**config.mk**
```make
export PLATFORM = sky130hd
export DESIGN_NAME = ultrasonic_echo_ranger
export DESIGN_NICKNAME = d
export VERILOG_FILES = /design/src/rtl/core/uer_pkg.sv /design/src/rtl/core/uer_divider.sv /design/src/rtl/core/ultrasonic_echo_ranger.sv
export VERILOG_INCLUDE_DIRS = /design/src /design/src/rtl/core
export SDC_FILE = /design/constraint.sdc
export NUM_CORES = 1
export LEC_CHECK = 0
export ABC_AREA = 0
export BUFFER_PORTS_ARGS = -buffer_cell sky130_fd_sc_hd__buf_4
export CORE_UTILIZATION = 65
export CTS_CLUSTER_DIAMETER = 150
export DETAILED_ROUTE_END_ITERATION = 10
export PLACE_DENSITY = 0.92
export SYNTH_ARGS = -nofsm -noshare
export SYNTH_HDL_FRONTEND = slang
export SYNTH_HIERARCHICAL = 1
export SYNTH_SLANG_ARGS = --single-unit
```
**constraint.sdc**
```tcl
create_clock -name clk -period 5.9 [get_ports clk]
set_clock_uncertainty 0.1 [all_clocks]
set_input_delay 0 -clock clk [delete_from_list [all_inputs] [get_ports clk]]
set_output_delay 0 -clock clk [all_outputs]
set_load 0.01 [all_outputs]
```
**src/rtl/core/ultrasonic_echo_ranger_defines.svh**
```systemverilog
// assertion macros for the echo ranger core
// depends on nothing; included by the top level only
`ifndef ULTRASONIC_ECHO_RANGER_DEFINES_SVH
`define ULTRASONIC_ECHO_RANGER_DEFINES_SVH
`ifndef NO_ASSERTIONS
// same-cycle implication under reset
`define UER_ASSERT_NOW(label, clk, rst_n, ante, cons) \
    label: assert property (@(posedge clk) disable iff (!rst_n) (ante) |-> (cons)) \
        else $error("uer assertion failed");
// next-cycle implication under reset
`define UER_ASSERT_NEXT(label, clk, rst_n, ante, cons) \
    label: assert property (@(posedge clk) disable iff (!rst_n) (ante) |=> (cons)) \
        else $error("uer assertion failed");
`else
`define UER_ASSERT_NOW(label, clk, rst_n, ante, cons)
`define UER_ASSERT_NEXT(label, clk, rst_n, ante, cons)
`endif
`endif

```
**src/rtl/core/uer_pkg.sv**
```systemverilog
// shared types and constants of the echo ranger core
// no dependencies; used by uer_divider and ultrasonic_echo_ranger
package uer_pkg;

    localparam int COUNTER_HZ_DEF  = 1000000;
    localparam int NUM_SENSORS_DEF = 4;

    localparam int KIND_W   = 2;
    localparam int SENSOR_W = 2;
    localparam int TICKS_W  = 16;
    localparam int DIST_W   = 16;
    localparam int TEMP_W   = 10;

    localparam logic [TEMP_W-1:0] TEMP_RESET = 10'd260;

    // tick to microsecond scaling
    localparam int US_SCALE  = 1000;
    localparam int US_PROD_W = 26;
    // microsecond to millimetre scaling
    localparam int MM_SCALE  = 100000;
    localparam int MM_PROD_W = 33;

    // shared serial divider
    localparam int DVD_W  = 34;
    localparam int DVS_W  = 19;
    localparam int STEP_W = 6;

    // speed of sound in mm/s
    localparam int SPEED_BASE  = 331300;
    localparam int SPEED_SLOPE = 606;
    localparam int SLOPE_W     = 17;
    localparam int SPEED_W     = 19;
    localparam int HUMID_SCALE = 100000;
    localparam int HUMID_STEP  = 17;
    // speed stays in 331300..393112 for any 10-bit temperature, so speed/100000 is always 3
    localparam int HUMID_CORR  = (SPEED_BASE / HUMID_SCALE) * HUMID_STEP;

    // x/10 as (x*205)>>11, exact for x below 1029
    localparam int DIV10_MUL   = 205;
    localparam int DIV10_SHIFT = 11;
    localparam int TQ_W        = 18;
    localparam int TDEG_W      = 7;

    typedef enum logic [KIND_W-1:0] {
        KIND_TRIGGER  = 2'd0,
        KIND_ECHO     = 2'd1,
        KIND_OVERFLOW = 2'd2
    } uer_kind_t;

    typedef struct packed {
        logic [KIND_W-1:0]   kind;
        logic [SENSOR_W-1:0] sensor;
        logic [TICKS_W-1:0]  capture_ticks;
    } uer_item_t;

    typedef struct packed {
        logic [SENSOR_W-1:0] sensor_id;
        logic [DIST_W-1:0]   distance_mm;
        logic                overflowed;
    } uer_result_t;

    typedef struct packed {
        logic              start;
        logic [DVD_W-1:0]  dividend;
        logic [DVS_W-1:0]  divisor;
        logic [STEP_W-1:0] steps;
    } uer_div_req_t;

    typedef struct packed {
        logic             busy;
        logic             done;
        logic [DVD_W-1:0] quotient;
    } uer_div_rsp_t;

endpackage

```
**src/rtl/core/uer_divider.sv**
```systemverilog
// bit-serial restoring divider, one quotient bit per cycle
// depends on uer_pkg; dividend is left-aligned so steps bits are consumed
module uer_divider (
    input  logic                 clk,
    input  logic                 rst_n,
    input  uer_pkg::uer_div_req_t req,
    output uer_pkg::uer_div_rsp_t rsp
);

    logic                         busy_reg, busy_next;
    logic                         done_reg, done_next;
    logic [uer_pkg::STEP_W-1:0]   cnt_reg, cnt_next;
    logic [uer_pkg::DVS_W-1:0]    rem_reg, rem_next;
    logic [uer_pkg::DVD_W-1:0]    dvd_reg, dvd_next;
    logic [uer_pkg::DVS_W-1:0]    dvs_reg, dvs_next;

    logic [uer_pkg::DVS_W:0]      shifted;
    logic [uer_pkg::DVS_W:0]      diff;
    logic                         fits;

    assign shifted = {rem_reg, dvd_reg[uer_pkg::DVD_W-1]};
    assign fits    = (shifted >= {1'b0, dvs_reg});
    assign diff    = shifted - {1'b0, dvs_reg};

    always_comb
    begin
        busy_next = busy_reg;
        done_next = 1'b0;
        cnt_next  = cnt_reg;
        rem_next  = rem_reg;
        dvd_next  = dvd_reg;
        dvs_next  = dvs_reg;
        if (req.start)
        begin
            busy_next = 1'b1;
            cnt_next  = req.steps;
            rem_next  = '0;
            dvd_next  = req.dividend;
            dvs_next  = req.divisor;
        end
        else if (busy_reg)
        begin
            rem_next = fits ? diff[uer_pkg::DVS_W-1:0] : shifted[uer_pkg::DVS_W-1:0];
            dvd_next = {dvd_reg[uer_pkg::DVD_W-2:0], fits};
            cnt_next = cnt_reg - 1'b1;
            if (cnt_reg == uer_pkg::STEP_W'(1))
            begin
                busy_next = 1'b0;
                done_next = 1'b1;
            end
        end
    end

    always_ff @(posedge clk or negedge rst_n)
    begin
        if (!rst_n)
        begin
            busy_reg <= 1'b0;
            done_reg <= 1'b0;
            cnt_reg  <= '0;
        end
        else
        begin
            busy_reg <= busy_next;
            done_reg <= done_next;
            cnt_reg  <= cnt_next;
        end
    end

    // datapath, no reset
    always_ff @(posedge clk)
    begin
        rem_reg <= rem_next;
        dvd_reg <= dvd_next;
        dvs_reg <= dvs_next;
    end

    assign rsp.busy     = busy_reg;
    assign rsp.done     = done_reg;
    assign rsp.quotient = dvd_reg;

endmodule

```
**src/rtl/core/ultrasonic_echo_ranger.sv**
```systemverilog
// ultrasonic time-of-flight ranger: one measurement at a time, result in millimetres
// trigger and first echo edge update the registered phase; ignored items are dropped;
// an overflow result appears in the cycle after its transfer; a closing echo edge yields
// its distance after the shared bit-serial divider runs (26 steps then 33 steps)
// throughput: one item per cycle except during the arithmetic sequence after a closing
// edge and while a result waits on result_ready, when item_ready is low
// reset (rst_n, async low): idle, sensor 0, temperature 26.0 C, no result pending
module ultrasonic_echo_ranger #(
    parameter int COUNTER_HZ  = uer_pkg::COUNTER_HZ_DEF,
    parameter int NUM_SENSORS = uer_pkg::NUM_SENSORS_DEF
) (
    input  logic                        clk,
    input  logic                        rst_n,
    // input item channel
    input  logic                        item_valid,
    output logic                        item_ready,
    input  uer_pkg::uer_item_t          item,
    // result channel
    output logic                        result_valid,
    input  logic                        result_ready,
    output uer_pkg::uer_result_t        result,
    // temperature register, tenths of a degree
    input  logic                        cfg_we,
    input  logic [uer_pkg::TEMP_W-1:0]  cfg_wdata
);

`include "ultrasonic_echo_ranger_defines.svh"

    // ticks per millisecond divisor, never zero
    localparam int US_DIV_INT = ((COUNTER_HZ / 1000) == 0) ? 1 : (COUNTER_HZ / 1000);
    localparam logic [uer_pkg::DVS_W-1:0] US_DIV = uer_pkg::DVS_W'(US_DIV_INT);
    localparam logic [uer_pkg::SPEED_W-1:0] SPEED_OFS =
        uer_pkg::SPEED_W'(uer_pkg::SPEED_BASE - uer_pkg::HUMID_CORR);

    // echo phases plus the arithmetic sequence after the closing edge
    typedef enum logic [2:0] {
        ST_IDLE,
        ST_ARMED,
        ST_TIMING,
        ST_START_US,   // kick off ticks*1000 / (COUNTER_HZ/1000), build sound speed
        ST_DIV_US,     // wait for microseconds
        ST_MUL_MM,     // us * 100000
        ST_START_MM,   // kick off division by sound speed
        ST_DIV_MM      // wait for distance
    } state_t;

    state_t                             state_reg, state_next;
    logic [uer_pkg::SENSOR_W-1:0]       sensor_reg, sensor_next;
    logic [uer_pkg::TEMP_W-1:0]         temp_reg, temp_next;
    logic                               res_valid_reg, res_valid_next;
    uer_pkg::uer_result_t               res_reg, res_next;

    // arithmetic payload
    logic [uer_pkg::US_PROD_W-1:0]      us_prod_reg, us_prod_next;
    logic [uer_pkg::TQ_W-1:0]           tq_reg, tq_next;
    logic [uer_pkg::SPEED_W-1:0]        speed_reg, speed_next;
    logic [uer_pkg::DIST_W-1:0]         us_reg, us_next;
    logic [uer_pkg::MM_PROD_W-1:0]      mm_prod_reg, mm_prod_next;

    logic                               idle_phase;
    logic                               out_free;
    logic                               take;
    logic [uer_pkg::TDEG_W-1:0]         temp_deg;
    logic [uer_pkg::SLOPE_W-1:0]        slope_term;
    logic [uer_pkg::DIST_W-1:0]         us_sat;
    logic [uer_pkg::DIST_W-1:0]         mm_sat;

    uer_pkg::uer_div_req_t              div_req;
    uer_pkg::uer_div_rsp_t              div_rsp;

    uer_divider u_div (
        .clk   (clk),
        .rst_n (rst_n),
        .req   (div_req),
        .rsp   (div_rsp)
    );

    // items are taken only in an echo phase and only with the result slot free
    assign idle_phase = (state_reg == ST_IDLE) || (state_reg == ST_ARMED) ||
                        (state_reg == ST_TIMING);
    assign out_free   = !res_valid_reg || result_ready;
    assign item_ready = idle_phase && out_free;
    assign take       = item_valid && item_ready;

    // whole degrees from tenths, then 606 mm/s per degree
    assign temp_deg   = tq_reg[uer_pkg::DIV10_SHIFT +: uer_pkg::TDEG_W];
    assign slope_term = uer_pkg::SLOPE_W'(uer_pkg::SPEED_SLOPE) *
                        uer_pkg::SLOPE_W'(temp_deg);

    // microseconds saturate at 16 bits
    assign us_sat = (|div_rsp.quotient[uer_pkg::DVD_W-1:uer_pkg::DIST_W]) ?
                    '1 : div_rsp.quotient[uer_pkg::DIST_W-1:0];
    // halve the round trip, then saturate
    assign mm_sat = (|div_rsp.quotient[uer_pkg::DVD_W-1:uer_pkg::DIST_W+1]) ?
                    '1 : div_rsp.quotient[uer_pkg::DIST_W:1];

    // divider requests: dividends left-aligned, steps equal to their width
    always_comb
    begin
        div_req.start    = (state_reg == ST_START_US) || (state_reg == ST_START_MM);
        div_req.dividend = {us_prod_reg, (uer_pkg::DVD_W - uer_pkg::US_PROD_W)'(0)};
        div_req.divisor  = US_DIV;
        div_req.steps    = uer_pkg::STEP_W'(uer_pkg::US_PROD_W);
        if (state_reg == ST_START_MM)
        begin
            div_req.dividend = {mm_prod_reg, (uer_pkg::DVD_W - uer_pkg::MM_PROD_W)'(0)};
            div_req.divisor  = speed_reg;
            div_req.steps    = uer_pkg::STEP_W'(uer_pkg::MM_PROD_W);
        end
    end

    always_comb
    begin
        state_next     = state_reg;
        sensor_next    = sensor_reg;
        temp_next      = cfg_we ? cfg_wdata : temp_reg;
        res_valid_next = res_valid_reg && !result_ready;
        res_next       = res_reg;
        us_prod_next   = us_prod_reg;
        tq_next        = tq_reg;
        speed_next     = speed_reg;
        us_next        = us_reg;
        mm_prod_next   = mm_prod_reg;

        unique case (state_reg)
            ST_IDLE, ST_ARMED, ST_TIMING:
            begin
                if (take)
                begin
                    unique case (uer_pkg::uer_kind_t'(item.kind))
                        uer_pkg::KIND_TRIGGER:
                        begin
                            // absent sensors are ignored; a new trigger restarts
                            if (32'(item.sensor) < NUM_SENSORS)
                            begin
                                sensor_next = item.sensor;
                                state_next  = ST_ARMED;
                            end
                        end
                        uer_pkg::KIND_ECHO:
                        begin
                            if (state_reg == ST_ARMED)
                            begin
                                state_next = ST_TIMING;
                            end
                            else if (state_reg == ST_TIMING)
                            begin
                                // closing edge: scale ticks and temperature
                                us_prod_next = uer_pkg::US_PROD_W'(item.capture_ticks) *
                                               uer_pkg::US_PROD_W'(uer_pkg::US_SCALE);
                                tq_next      = uer_pkg::TQ_W'(temp_reg) *
                                               uer_pkg::TQ_W'(uer_pkg::DIV10_MUL);
                                state_next   = ST_START_US;
                            end
                        end
                        uer_pkg::KIND_OVERFLOW:
                        begin
                            if (state_reg != ST_IDLE)
                            begin
                                res_next.sensor_id   = sensor_reg;
                                res_next.distance_mm = '0;
                                res_next.overflowed  = 1'b1;
                                res_valid_next       = 1'b1;
                                state_next           = ST_IDLE;
                            end
                        end
                        default:
                        begin
                            // unused kind, dropped
                        end
                    endcase
                end
            end
            ST_START_US:
            begin
                speed_next = SPEED_OFS + uer_pkg::SPEED_W'(slope_term);
                state_next = ST_DIV_US;
            end
            ST_DIV_US:
            begin
                if (div_rsp.done)
                begin
                    us_next    = us_sat;
                    state_next = ST_MUL_MM;
                end
            end
            ST_MUL_MM:
            begin
                mm_prod_next = uer_pkg::MM_PROD_W'(us_reg) *
                               uer_pkg::MM_PROD_W'(uer_pkg::MM_SCALE);
                state_next   = ST_START_MM;
            end
            ST_START_MM:
            begin
                state_next = ST_DIV_MM;
            end
            ST_DIV_MM:
            begin
                // zero microseconds gives a zero quotient on its own
                if (div_rsp.done)
                begin
                    res_next.sensor_id   = sensor_reg;
                    res_next.distance_mm = mm_sat;
                    res_next.overflowed  = 1'b0;
                    res_valid_next       = 1'b1;
                    state_next           = ST_IDLE;
                end
            end
            default:
            begin
                state_next = ST_IDLE;
            end
        endcase
    end

    // control state, sensor, temperature and the result valid
    always_ff @(posedge clk or negedge rst_n)
    begin
        if (!rst_n)
        begin
            state_reg     <= ST_IDLE;
            sensor_reg    <= '0;
            temp_reg      <= uer_pkg::TEMP_RESET;
            res_valid_reg <= 1'b0;
        end
        else
        begin
            state_reg     <= state_next;
            sensor_reg    <= sensor_next;
            temp_reg      <= temp_next;
            res_valid_reg <= res_valid_next;
        end
    end

    // payload registers, no reset
    always_ff @(posedge clk)
    begin
        res_reg     <= res_next;
        us_prod_reg <= us_prod_next;
        tq_reg      <= tq_next;
        speed_reg   <= speed_next;
        us_reg      <= us_next;
        mm_prod_reg <= mm_prod_next;
    end

    assign result_valid = res_valid_reg;
    assign result       = res_reg;

    // no item transfer while the divider runs
    `UER_ASSERT_NOW(a_ready_not_busy, clk, rst_n, item_ready, !div_rsp.busy)
    // the divider only finishes while a division is awaited
    `UER_ASSERT_NOW(a_done_in_wait, clk, rst_n, div_rsp.done,
        (state_reg == ST_DIV_US) || (state_reg == ST_DIV_MM))
    // a start always leaves the divider busy
    `UER_ASSERT_NEXT(a_start_busy, clk, rst_n, div_req.start, div_rsp.busy)
    // overflow results carry zero distance
    `UER_ASSERT_NOW(a_ovf_zero, clk, rst_n, result_valid && result.overflowed,
        result.distance_mm == '0)

endmodule

```
==> impl_metrics.toml <==
[worst_setup_path]
crit_path_frequent_cell = "fa_1"
slowest_stage = "fa_1"
crit_chain = "inv_1 -> fa_1 -> inv_1 -> fa_1 -> fa_1 -> fa_1 -> ha_1 -> a2111oi_0 -> o21ai_1 -> a41oi_1 -> xnor2_1 -> o21ai_1 -> nor4b_2 -> xor2_1"
worst-path-max-fanout = 8
crit_start = "tq_reg[15]"
end_kind = "flop"
worstSetupPathType = "reg2reg"
r2r-start = "tq_reg[15]"
reg2regPathDepth = 14
crit_path_start_kind = "flop"
worstPathRequired_ns = 6.06
cp.arrival_ns = 5.19
slowest_delay_ns = 0.61

[yosys]
synthesis.area_sq_mm = 0.0183
ys_warn_count = 6
post_synth.cell_area_avg_sq_um = 10.5
synth_cells = 1739

[timing]
period_minus_slack_ns = 5.02
maxSlewHeadroom_pct = 18.5
tightest_slew_ns = 1.22
post-route-period-util_pct = 85.1
rsz0062_at_grt = "no"
fin_setup_tns_ns = 0
drv_slew = 0
hold_viol_final = 0
timing.final.ws_setup_ns = 0.878
setup_viol = 0
holdWs_ns = 0.0927
fmax_ghz = 0.199

[cts]
cts.sink_count = 206
clk_path_buf_depth = 3
tritoncts = "yes"
numCtsBuffers = 24
clock_latency_ns = 0.53
cts_root_buf = "clkbuf_16"
post_cts.repair.setup_buffers = 0
cts.htree.levels = 1
post_cts_resize_count = 0
path_clk_slew_ns = 0.06

[power]
peakVddDrop_uv = 398
p_leak_nw = 9.36
finalPower_mw = 8.49
power_density_mw_per_mm2 = 419

[route]
wl_per_cell_um = 18.9
drc = 0
avgViaCountPerCell = 6.03
dr_wl_met2_um = 21300
wl_met1_um = 16500
maxUsedRoutingLayer = "met4"
num_vias = 13404
finalWirelength_um = 42100
first_pass_iters = 7
wl_met3_um = 2780
drtIter0Drc = 1091
postRouteAntennaNets = 0

[floorplan]
std_cell_rows = 60
fp.coreArea_sq_mm = 0.0273
die_h_um = 170
dieWidth_um = 170
die_area_sq_mm = 0.0288
initial_core_util_pct = 67.0
io_pins = 56

[global_routing]
grt_overflow = 0
grt_max_degree = 48
grt_pass1_wl_um = 69900
track_usage_pct = 30.5
antenna_found_initial = 0
first_global_vias = 14150

[place]
place.gp.congestion = 0.945
portBuffers = 55
post_dp_cell_area_sq_mm = 0.0191
placedCellCount = 2139
dp_slack_ns = 0.909
place_hpwl_um = 29700

[layout]
drive_gt1_share_pct = 9.99
syn2layout_area_growth_pct = 10.9
largest_register_ffs = 34
final_cells = 2223
num-nets-final = 2263
nFillCells = 1677
design_area_sq_mm = 0.0202
antennaDiodeCount = 0
utilization_pct = 74.3

[worst_hold_path]
min_path_cells = 4
hold_class = "in2reg"
hp-start = "item[6]"

[status]
status = "completed"

[job]
cap_viol_max_count = 0
path summary, 6_finish.rpt:
path | endpoint | slack [ns]
setup / recovery | speed_reg[16] | 0.88
min in group asynchronous | temp_reg[2] | 0.47
max in group asynchronous | u_div/busy_reg | 3.60
hold / removal | us_prod_reg[10] | 0.09
hold reg to reg | result[18] | 0.36
setup reg to reg | speed_reg[16] | 0.88
metal layers:
layer | track usage [%] | up-vias
met5 | 0 | -
met4 | 12.4 | 0
met3 | 5.08 | 118
met2 | 54.5 | 607
met1 | 36.6 | 6491
li1 | - | 6188
area by class of cell:
cell class / count / area (sq um) / share of cell area (%)
inverters: 277 / 1040 / 5.14
clock inverters: 18 / 163 / 0.803
well taps: 372 / 465 / 2.30
flip-flops and latches: 206 / 5880 / 29.0
multi-input cells: 1219 / 11200 / 55.2
clock buffers: 26 / 629 / 3.11
repair buffers: 105 / 888 / 4.39
critical path, delay by kind of cell, from the launching register on:
kind / cells / cell delay (ns)
adders and majority gates: 5 / 2.38
and+or+nand+nor: 1 / 0.29
AOI/OAI and AO/OA: 4 / 0.99
xor gates and xnor gates: 2 / 0.33
buffers and inverters: 2 / 0.21
DFF: 1 / 0.45
cell usage in the layout (no fill, tap or decap), types with 5 or more instances in the layout:
cell / instances
a311oi_1: 11
a31oi_1: 9
o21a_1: 22
o221ai_1: 6
inv_1: 276
a21o_1: 20
or2_2: 5
fa_1: 130
nand2b_1: 25
dfxtp_1: 19
a211oi_1: 12
xnor2_1: 48
o21bai_1: 5
nor2b_1: 8
a21oi_1: 63
o211ai_1: 15
mux2_2: 44
dlygate4sd3_1: 40
buf_4: 65
clkbuf_16: 25
and3_1: 27
clkinv_1: 6
nand3_1: 25
conb_1: 7
nand2_1: 139
nand4_1: 6
edfxtp_1: 163
o21ai_0: 53
a211o_1: 6
xor2_1: 29
and2_1: 7
o21ai_1: 10
or3_1: 20
ha_1: 265
dfrtp_1: 22
nor3_1: 17
nor2_1: 90
power breakdown:
| group | total (mW) | switching (mW) | internal, mW |
|---|---|---|---|
| clock network | 1.51 | 0.643 | 0.865 |
| registers | 2.49 | 0.285 | 2.21 |
| logic | 4.49 | 2.60 | 1.89 |
repair_timing:
action,4_1_cts,5_1_grt
setup endpoints to repair,0,0
endpoints found under the hold margin,44,0
hold buffers,40,0
No activity file was read; power rests on OpenSTA's default activity.
